--- config.mk ---
export PLATFORM = sky130hd
export DESIGN_NAME = lru_result_cache_core
export DESIGN_NICKNAME = d
export VERILOG_FILES = /design/src/rtl/lrc_pkg.sv /design/src/rtl/lrc_cell.sv /design/src/rtl/lrc_prefix.sv /design/src/rtl/lru_result_cache_core.sv
export SDC_FILE = /design/constraint.sdc
export NUM_CORES = 2
export LEC_CHECK = 0
export BUFFER_PORTS_ARGS = -buffer_cell sky130_fd_sc_hd__buf_2
export CORE_MARGIN = 4
export CORE_UTILIZATION = 35
export CTS_CLUSTER_DIAMETER = 150
export DETAILED_ROUTE_END_ITERATION = 8
export PLACE_DENSITY = 0.6
export SYNTH_ARGS = -nofsm -noshare
export SYNTH_HDL_FRONTEND = slang
export SYNTH_SLANG_ARGS = --single-unit
--- constraint.sdc ---
create_clock -name clk_i -period 10.75 [get_ports clk_i]
set_input_delay 0 -clock clk_i [delete_from_list [all_inputs] [get_ports clk_i]]
set_output_delay 0 -clock clk_i [all_outputs]
set_load 0.02 [all_outputs]
--- src/rtl/lrc_pkg.sv ---
// shared types and constants of the lru result cache
package lrc_pkg;

  localparam int unsigned Entries = 64;
  localparam int unsigned KeyBits = 32;

  typedef enum logic [1:0] {
    OpLookup  = 2'd0,
    OpDrop    = 2'd1,
    OpDropAll = 2'd2
  } op_e;

  typedef enum logic [2:0] {
    CellHold,
    CellCapture,
    CellTakePrev,
    CellTakeNext,
    CellClear
  } cell_op_e;

  typedef struct packed {
    logic               valid;
    logic               exists;
    logic [KeyBits-1:0] key;
  } entry_t;

endpackage

--- src/rtl/lrc_cell.sv ---
// one cell of the recency-ordered entry chain
module lrc_cell (
  input  logic                       clk_i,
  input  logic                       rst_ni,
  input  lrc_pkg::cell_op_e          op_i,
  input  logic [lrc_pkg::KeyBits-1:0] cmp_key_i,
  input  lrc_pkg::entry_t            prev_i,
  input  lrc_pkg::entry_t            next_i,
  output lrc_pkg::entry_t            entry_o,
  output logic                       match_o
);
  import lrc_pkg::*;

  logic               valid_q, valid_d;
  logic               exists_q, exists_d;
  logic [KeyBits-1:0] key_q, key_d;
  logic               match_q, match_d;

  always_comb begin
    valid_d  = valid_q;
    exists_d = exists_q;
    key_d    = key_q;
    match_d  = match_q;
    case (op_i)
      CellCapture: begin
        match_d = valid_q && (key_q == cmp_key_i);
      end
      CellTakePrev: begin
        valid_d  = prev_i.valid;
        exists_d = prev_i.exists;
        key_d    = prev_i.key;
      end
      CellTakeNext: begin
        valid_d  = next_i.valid;
        exists_d = next_i.exists;
        key_d    = next_i.key;
      end
      CellClear: begin
        valid_d = 1'b0;
      end
      default: begin
      end
    endcase
  end

  always_ff @(posedge clk_i or negedge rst_ni) begin
    if (!rst_ni) begin
      valid_q <= 1'b0;
      match_q <= 1'b0;
    end else begin
      valid_q <= valid_d;
      match_q <= match_d;
    end
  end

  // payload, no reset
  always_ff @(posedge clk_i) begin
    exists_q <= exists_d;
    key_q    <= key_d;
  end

  assign entry_o.valid  = valid_q;
  assign entry_o.exists = exists_q;
  assign entry_o.key    = key_q;
  assign match_o        = match_q;

endmodule

--- src/rtl/lrc_prefix.sv ---
// inclusive prefix or across the cell chain, log-depth network
module lrc_prefix (
  input  logic [lrc_pkg::Entries-1:0] mark_i,
  output logic [lrc_pkg::Entries-1:0] any_o
);
  import lrc_pkg::*;

  localparam int unsigned Levels = (Entries > 1) ? $clog2(Entries) : 1;

  logic [Levels:0][Entries-1:0] lvl;

  assign lvl[0] = mark_i;

  for (genvar l = 0; l < Levels; l++) begin : g_level
    for (genvar i = 0; i < Entries; i++) begin : g_bit
      if (i >= (1 << l)) begin : g_or
        assign lvl[l+1][i] = lvl[l][i] | lvl[l][i-(1<<l)];
      end else begin : g_pass
        assign lvl[l+1][i] = lvl[l][i];
      end
    end
  end

  assign any_o = lvl[Levels];

endmodule

--- src/rtl/lru_result_cache_core.sv ---
// lru result cache top level: command sequencer around a chain of entry cells
// a word accepted while idle passes the match, scan and apply steps; its result strobe is registered from apply
// a new word is taken only once the last one has finished the match, scan and apply steps of the chain
// busy_o is high during the work steps; start_i is taken again in the strobe cycle
// reset empties the cache at once: every cell valid bit clears, no clearing pass
// the receiver cannot stall: done_o is high for exactly one cycle per word
module lru_result_cache_core (
  input  logic        clk_i,
  input  logic        rst_ni,
  input  logic        start_i,
  output logic        busy_o,
  input  logic [1:0]  opcode_i,
  input  logic [31:0] key_i,
  input  logic        probe_exists_i,
  output logic        done_o,
  output logic        hit_o,
  output logic        exists_o,
  output logic        evicted_o
);
  import lrc_pkg::*;

  typedef enum logic [1:0] {
    StIdle,
    StMatch,
    StScan,
    StApply
  } state_e;

  state_e             state_q;
  op_e                op_q;
  logic [KeyBits-1:0] key_q;
  logic               probe_q;

  // scan results, registered for the apply step
  logic [Entries-1:0] thermo_q;
  logic               hit_q;
  logic               found_ex_q;
  logic               full_q;

  logic               done_q, hit_res_q, ex_res_q, ev_res_q;

  // chain wiring
  entry_t   cell_entry [Entries];
  logic     cell_match [Entries];
  cell_op_e cell_op    [Entries];
  entry_t   new_entry;
  entry_t   empty_entry;

  logic [Entries-1:0] match_vec, valid_vec, ex_vec, mark_vec, prefix_vec;

  logic accept;
  assign accept = start_i && (state_q == StIdle);
  assign busy_o = (state_q != StIdle);

  // word inserted at the head on a lookup: stored bit on a hit, probe bit on a miss
  assign new_entry.valid  = 1'b1;
  assign new_entry.exists = hit_q ? found_ex_q : probe_q;
  assign new_entry.key    = key_q;

  // shifted in at the tail when an entry is dropped
  assign empty_entry.valid  = 1'b0;
  assign empty_entry.exists = 1'b0;
  assign empty_entry.key    = '0;

  for (genvar i = 0; i < Entries; i++) begin : g_cell
    entry_t prev_in, next_in;
    if (i == 0) begin : g_head
      assign prev_in = new_entry;
    end else begin : g_mid
      assign prev_in = cell_entry[i-1];
    end
    if (i == Entries - 1) begin : g_tail
      assign next_in = empty_entry;
    end else begin : g_inner
      assign next_in = cell_entry[i+1];
    end

    lrc_cell u_cell (
      .clk_i     (clk_i),
      .rst_ni    (rst_ni),
      .op_i      (cell_op[i]),
      .cmp_key_i (key_q),
      .prev_i    (prev_in),
      .next_i    (next_in),
      .entry_o   (cell_entry[i]),
      .match_o   (cell_match[i])
    );

    assign match_vec[i] = cell_match[i];
    assign valid_vec[i] = cell_entry[i].valid;
    assign ex_vec[i]    = cell_entry[i].exists;

    // per-cell command for each step
    // lookup: head takes the new word, cells up to the stop point shift down
    // drop: cells from the matching one onward shift up toward the head
    always_comb begin
      cell_op[i] = CellHold;
      case (state_q)
        StMatch: cell_op[i] = CellCapture;
        StApply: begin
          case (op_q)
            OpLookup: begin
              if (i == 0) begin
                cell_op[i] = CellTakePrev;
              end else if (!thermo_q[(i == 0) ? 0 : i-1]) begin
                cell_op[i] = CellTakePrev;
              end
            end
            OpDrop: begin
              if (thermo_q[i]) begin
                cell_op[i] = CellTakeNext;
              end
            end
            OpDropAll: cell_op[i] = CellClear;
            default: cell_op[i] = CellHold;
          endcase
        end
        default: cell_op[i] = CellHold;
      endcase
    end
  end

  // stop point of the shift: the matching cell on a hit, the first free cell on
  // a lookup miss; with no free cell nothing marks and the tail falls off
  always_comb begin
    if ((op_q == OpLookup) && !(|match_vec)) begin
      mark_vec = ~valid_vec;
    end else begin
      mark_vec = match_vec;
    end
  end

  lrc_prefix u_prefix (
    .mark_i (mark_vec),
    .any_o  (prefix_vec)
  );

  // sequencer with registered result outputs
  always_ff @(posedge clk_i or negedge rst_ni) begin
    if (!rst_ni) begin
      state_q   <= StIdle;
      done_q    <= 1'b0;
      hit_res_q <= 1'b0;
      ex_res_q  <= 1'b0;
      ev_res_q  <= 1'b0;
    end else begin
      done_q <= (state_q == StApply);
      case (state_q)
        StIdle: begin
          if (accept) begin
            state_q <= StMatch;
          end
        end
        StMatch: state_q <= StScan;
        StScan:  state_q <= StApply;
        StApply: begin
          state_q <= StIdle;
          case (op_q)
            OpLookup: begin
              hit_res_q <= hit_q;
              ex_res_q  <= hit_q ? found_ex_q : probe_q;
              ev_res_q  <= !hit_q && full_q;
            end
            OpDrop, OpDropAll: begin
              hit_res_q <= hit_q;
              ex_res_q  <= 1'b0;
              ev_res_q  <= 1'b0;
            end
            default: begin
              hit_res_q <= 1'b0;
              ex_res_q  <= 1'b0;
              ev_res_q  <= 1'b0;
            end
          endcase
        end
        default: state_q <= StIdle;
      endcase
    end
  end

  // command word and scan payload, no reset
  always_ff @(posedge clk_i) begin
    if (accept) begin
      op_q    <= op_e'(opcode_i);
      key_q   <= key_i[KeyBits-1:0];
      probe_q <= probe_exists_i;
    end
    if (state_q == StScan) begin
      thermo_q   <= prefix_vec;
      hit_q      <= |match_vec;
      found_ex_q <= |(match_vec & ex_vec);
      full_q     <= valid_vec[Entries-1];
    end
  end

  assign done_o    = done_q;
  assign hit_o     = hit_res_q;
  assign exists_o  = ex_res_q;
  assign evicted_o = ev_res_q;

endmodule
# ---- Word level (Yosys, flattened, before mapping)
# Index checks and enable logic that the tools add are counted.
dict set report totals {
  ff_bits 2348
  wordCells 1575
  in_bits 38
  output_inout_bits 5
}
dict set report op_classes {
  n_mux 454
  n_reduce_logical 204
  bitwise 323
  eq_ne 326
}
# op count
set op_table {}
lappend op_table {{32-bit one-hot mux with 2 select lines} 64}
lappend op_table {{32-bit equality test} 64}
lappend op_table {{3-bit one-hot mux with 3 select lines} 64}
lappend op_table {{3-bit by 2-bit equality test with 1-bit output (second input constant)} 128}
lappend op_table {{3-bit one-hot mux with 2 select lines} 64}
lappend op_table {{1-bit bitwise OR} 321}
lappend op_table {{2-bit 2-to-1 mux} 128}
lappend op_table {{3-bit by 1-bit equality test with 1-bit output (second input constant)} 64}
lappend op_table {{3-bit equality test (second input constant)} 64}
lappend op_table {{1-bit one-hot mux with 3 select lines} 63}
lappend op_table {{3-bit nonzero test} 63}
lappend op_table {{2-bit nonzero test} 66}
lappend op_table {{1-bit one-hot mux with 2 select lines} 65}
lappend op_table {{64-bit OR reduction} 2}
lappend op_table {{1-bit logical AND} 67}
lappend op_table {{64-bit AND} 1}
lappend op_table {{64-bit 2-to-1 mux} 1}
lappend op_table {{64-bit inverter} 1}
lappend op_table {{2-bit one-hot mux with 4 select lines} 1}
lappend op_table {{2-bit equality test (second input constant)} 3}
lappend op_table {{2-bit by 1-bit equality test with 1-bit output (second input constant)} 2}
lappend op_table {{2-bit zero test} 2}
lappend op_table {{1-bit 2-to-1 mux} 4}
lappend op_table {{3-bit OR reduction} 1}
lappend op_table {{3 further kinds} 4}

# ---- Longest topological paths before layout
dict set report logic_depth {
  word_depth 10
  depth_mapped 12
  mapped_depth_nobuf 8
}

# ---- By module
# Synthesis repeated with hierarchy kept, for this count alone.
dict set report unflattened {
  cells_unflattened 8736
  area_unflattened_um2 125584.2
}
# mod cells_each area_each_um2 instances seq_area_each_um2
set by_module_without_submodules {}
lappend by_module_without_submodules {lrc_cell 126 1858.0 64 1041.0}
lappend by_module_without_submodules {lru_result_cache_core 551 5972.0 1 3213.1}
lappend by_module_without_submodules {lrc_prefix 121 698.2 1 0.0}

# ---- Worst setup path after synthesis
# No wires, ideal clock.
dict set report synth_path {
  path_type {flip-flop to flip-flop}
  start {reg state_q[0]}
  end {reg g_cell[10].u_cell.key_q[10], data pin}
  period_less_slack_ns 4.732
  setup_time_ns 0.260
  slack_ns 6.018
  required_time_ns 10.490
  t_arrival_ns 4.472
  stages_incl_launch_ff 10
  n_path_buf 3
  path_cell_list {dfrtp_1 -> ha_1 -> nor2b_1 -> nand2b_1 -> buf_2 -> o21ai_0 -> nand2b_1 -> clkbuf_1 -> buf_1 -> mux2_2}
}
dict set report synth_between {
  elab_chain_cells 4
  elab_cells_between_ends 6
  classes_between {4 x eq/ne; 2 x mux}
}
# element line_no
set synth_rtl {}
lappend synth_rtl {{start, declared} lru_result_cache_core.sv:29} ;# state_e state_q;
lappend synth_rtl {{start signal, assigned} lru_result_cache_core.sv:141} ;# state_q <= StIdle;
lappend synth_rtl {{start signal, assigned} lru_result_cache_core.sv:151} ;# state_q <= StMatch;
lappend synth_rtl {{start signal, assigned} lru_result_cache_core.sv:154} ;# StMatch: state_q <= StScan;
lappend synth_rtl {{2-bit equality test / 2-bit by 1-bit equality test with 1-bit output (equally long branches)} lru_result_cache_core.sv:98} ;# case (state_q)
lappend synth_rtl {{3-bit one-hot mux with 2 select lines *} lru_result_cache_core.sv:98}
lappend synth_rtl {{3-bit by 2-bit equality test with 1-bit output} lrc_cell.sv:24} ;# case (op_i)
lappend synth_rtl {{32-bit one-hot mux with 2 select lines *} lrc_cell.sv:24}
lappend synth_rtl {{via g_cell[10].u_cell.key_d[10]} lrc_cell.sv:16} ;# logic [KeyBits-1:0] key_q, key_d;
lappend synth_rtl {{end signal, assigned} lrc_cell.sv:59} ;# key_q <= key_d;
lappend synth_rtl {{end, declared} lrc_cell.sv:16}
# The timed path passes the listed nets; every way through them passes the cells marked *.
# A chain may end at the register's enable or synchronous reset.

# ---- Final worst setup path
dict set report layout_path {
  start {reg state_q[0]}
  end {reg g_cell[59].u_cell.key_q[5], data pin}
}
dict set report layout_between {
  elab_chain_cells 4
  elab_cells_between_ends 6
  classes_between {4 x eq/ne; 2 x mux}
}
# element line_no
set layout_rtl {}
lappend layout_rtl {{2-bit equality test / 2-bit by 1-bit equality test with 1-bit output (equally long branches)} lru_result_cache_core.sv:98}
lappend layout_rtl {{3-bit one-hot mux with 2 select lines *} lru_result_cache_core.sv:98}
lappend layout_rtl {{3-bit by 2-bit equality test with 1-bit output} lrc_cell.sv:24}
lappend layout_rtl {{32-bit one-hot mux with 2 select lines *} lrc_cell.sv:24}
lappend layout_rtl {{via g_cell[59].u_cell.key_d[5]} lrc_cell.sv:16}
lappend layout_rtl {{end signal, assigned} lrc_cell.sv:59}
lappend layout_rtl {{end, declared} lrc_cell.sv:16}
# Marks and branches as above.

==> flow_metrics.py <==
metrics = {
    "outcome": {
        "status": "complete, no violations",
    },
    "cts": {
        "cts_tree": "built",
        "cts_buffers": 274,
        "clockRootBuffer": "clkbuf_16",
        "cts_sinks": 2348,
        "post_cts_buffers": 0,
        "ctsHtreeMaxLevel": 5,
        "cts_resized": 0,
        "clk_pin_slew_worst_paths_ps": 60,
        "clkLatencyLatePin_ps": 890,
        "ctsHoldBuffers": 74,
        "clockBufferDepth": 4,
    },
    "finish": {
        "area_growth_syn_to_layout_pct": 12.9,
        "fin_nets": 8902,
        "fin_cells": 13800,
        "final_cell_mix": "edfxtp_1 (2,214), mux2_2 (2,073), xnor2_1 (1,654)",
        "drive_gt1_share_pct": 30.8,
        "final_common_cell": "edfxtp_1",
    },
    "critical_path": {
        "critPathSlowestCell": "buf_4",
        "critical_path_arrival_ps": 5060,
        "crit_path_start_kind": "flip-flop",
        "cp_common_cell": "buf_4",
        "required_ps": 11360,
        "path_cells": "ha_1 > nor2b_1 > and2_4 > buf_4 > nand2_1 > o21ai_4 > buf_4 > nand2b_1 > buf_4 > mux2_2",
        "crit_fanout": 77,
        "critPathMaxStageDelay_ps": 740,
        "crit_path_end_kind": "flip-flop",
        "setup.worst_path.class": "reg -> reg",
        "r2r_setup_slack_ps": 6300,
    },
    "floorplan": {
        "die-area_um2": 363000,
        "die_height_um": 602,
        "core_um2": 351000,
        "start_util_pct": 35.3,
        "num_io_pins": 43,
        "die_x_um": 602,
        "row_count": 217,
    },
    "yosys": {
        "synthMuxAreaShare_pct": 19.0,
        "yosys-top-cells-area": "edfxtp_1 (54%), mux2_2 (19%), xnor2_1 (12%)",
        "synth_top_area_cell": "edfxtp_1",
        "synth-simple-area-share_pct": 5.50,
        "syn_nets": 8837,
        "synth_cell_types": 60,
        "netlist_instances": 8793,
        "synth_top_family_by_area": "multiplexers",
        "yosysWarnings": 0,
        "synth_top_area_share_pct": 53.8,
        "synth_area_um2": 124000,
        "synth_area_per_cell_um2": 14.1,
        "synth_xor_area_share_pct": 14.5,
        "ys_seq_area_share_pct": 56.5,
        "synth-edff-count": 2214,
        "synth_compound_area_share_pct": 2.56,
        "synth_top_flop_cell": "edfxtp_1",
        "async_flop_share_pct": 5.71,
        "ys_ff_latch": 2348,
        "synth_adder_area_share_pct": 0.0607,
    },
    "sta": {
        "post-route-period-util_pct": 41.4,
        "tightest_slew_ps": 1360,
        "relSlewSlack_pct": 8.76,
        "setup_viol": 0,
        "fin_crit_ps": 4450,
        "rsz0062_at_grt": "no",
        "hold_viol_final": 0,
        "fmaxAchievable_mhz": 225,
        "drv_slew": 0,
        "tns_ps": 0,
        "skew_ps": 46.6,
    },
    "detailed_routing": {
        "first_pass_iters": 6,
        "drt.antenna.violating_nets": 0,
        "wl_per_cell_um": 30.0,
        "drc": 0,
        "drt_iter0_drc": 8785,
        "avgViaCountPerCell": 5.67,
        "wl_um": 413000,
        "vias": 78100,
    },
    "placed_design": {
        "port_buffers": 42,
        "placed_cells": 13200,
        "dp_hpwl_um": 299000,
        "place_congestion": 0.911,
    },
    "global_route": {
        "grt_pass1_wl_um": 589000,
        "grt.overflow.total": 0,
        "grt_max_degree": 78,
        "antenna_found_initial": 8,
        "grt_pass1_vias": 78300,
        "grt_usage_pct": 21.8,
    },
    "min_path": {
        "hold_path_class": "in -> reg",
    },
    "power": {
        "cellLeakagePower_nw": 41.8,
        "p_per_area_nw_per_um2": 204,
        "peakVddDrop_mv": 0.161,
    },
    "run": {
        "drv_cap": 0,
    },
}
-- critical path: cells and delay by family (launching register included) --
family,cells,cell delay [ps]
buffers and inverters,3,1540
and+or+nand+nor,4,1240
DFF,1,460
adders and majority gates,1,350
muxes,1,340
AOI/OAI and AO/OA,1,110
-- cell families after synthesis --
| kind of cell | count (synthesis) |
|---|---|
| DFF | 2348 |
| and+or+nand+nor | 1169 |
| muxes | 2083 |
| adders and majority gates | 6 |
| AOI/OAI and AO/OA | 534 |
| xor gates and xnor gates | 2042 |
| buffers and inverters | 611 |
-- cell type report --
type,count,area (um^2)
Timing Repair Buffer,328,2720
Clock inverter,131,1220
Fill cell,32600,211000
Clock buffer,351,7380
Multi-Input combinational cell,5834,52300
Inverter,72,270
Tap cell,4708,5890
Sequential cell,2348,69800
Antenna cell,3,7.51
-- sequential cells by signal, indices dropped and copies added, names as in the netlist --
register	flops
state_q	2
g_cell.u_cell.key_q	2048
thermo_q	64
hit_o	1
g_cell.u_cell.match_o	64
key_q	32
exists_o	1
full_q	1
op_q	2
hit_q	1
found_ex_q	1
done_o	1
g_cell.u_cell.exists_q	64
g_cell.u_cell.valid_q	64
evicted_o	1
probe_q	1
-- synthesized netlist by cell type (3+ instances only) --
cell       number
buf_6           3
a221oi_1       16
o31ai_1        59
a21boi_1        8
mux2i_1        10
nand2b_1       62
o21ai_0       146
a31oi_1         6
inv_1          72
or4_1          70
a22o_1         17
nor2_1         64
a211oi_1        8
a21o_1          3
dfrtp_1       134
o22ai_1        55
xor2_1        388
edfxtp_1     2214
buf_2          54
nor4_1        182
ha_1            6
o211ai_1        8
nand3_1        87
a211o_1         5
and2_1         39
nand4_1       449
a21oi_1       130
o21ai_1        56
clkbuf_1      320
xnor2_1      1654
and3_1          7
or3_1          18
nand2_1       139
nor3_1         35
and4_1          5
mux2_2       2073
buf_1         160
a2111oi_0       4
-- layer usage --
layer,GRT usage (%),vias to the layer above,routed length [um],part of all wire [%]
met3,2.84,670,28600,6.9
li1,-,33100,-,-
met1,30.4,40900,177000,43
met2,35.1,3431,193000,47
met5,0,-,0,0
met4,6.90,0,14600,3.5
-- power breakdown --
group / leakage [nW] / internal [W] / switching, W
registers: 20.3 / 0.0116 / 0.00152
clock network: 4.20 / 0.00528 / 0.00388
logic: 17.3 / 0.00246 / 0.00373
-- stage by stage --
step | hold slack (ps) | utilization [%] | power (W) | setup WS [ps] | cell area (um^2)
floorplan | -296 | - | 0.0167 | 6020 | 124000
global placement | 95.9 | 37.1 | 0.0192 | 6380 | 130000
detailed placement | 101 | 37.1 | 0.0194 | 6360 | 130000
CTS | 163 | 39.8 | 0.0285 | 6320 | 140000
global route | 217 | 39.8 | 0.0294 | 6050 | 140000
finish | 185 | 39.8 | 0.0285 | 6300 | 140000
-- path summary, 6_finish.rpt --
path	startpoint	cells past startpoint	end
max	state_q[0]	10	g_cell[59].u_cell.key_q[5]
min	start_i	4	state_q[0]
max reg2reg	state_q[0]	10	g_cell[59].u_cell.key_q[5]
min reg2reg	full_q	2	evicted_o
max in group asynchronous	rst_ni	4	g_cell[43].u_cell.valid_q
min in group asynchronous	rst_ni	4	g_cell[13].u_cell.match_o
Note: power is estimated with default switching activity, not from simulation.
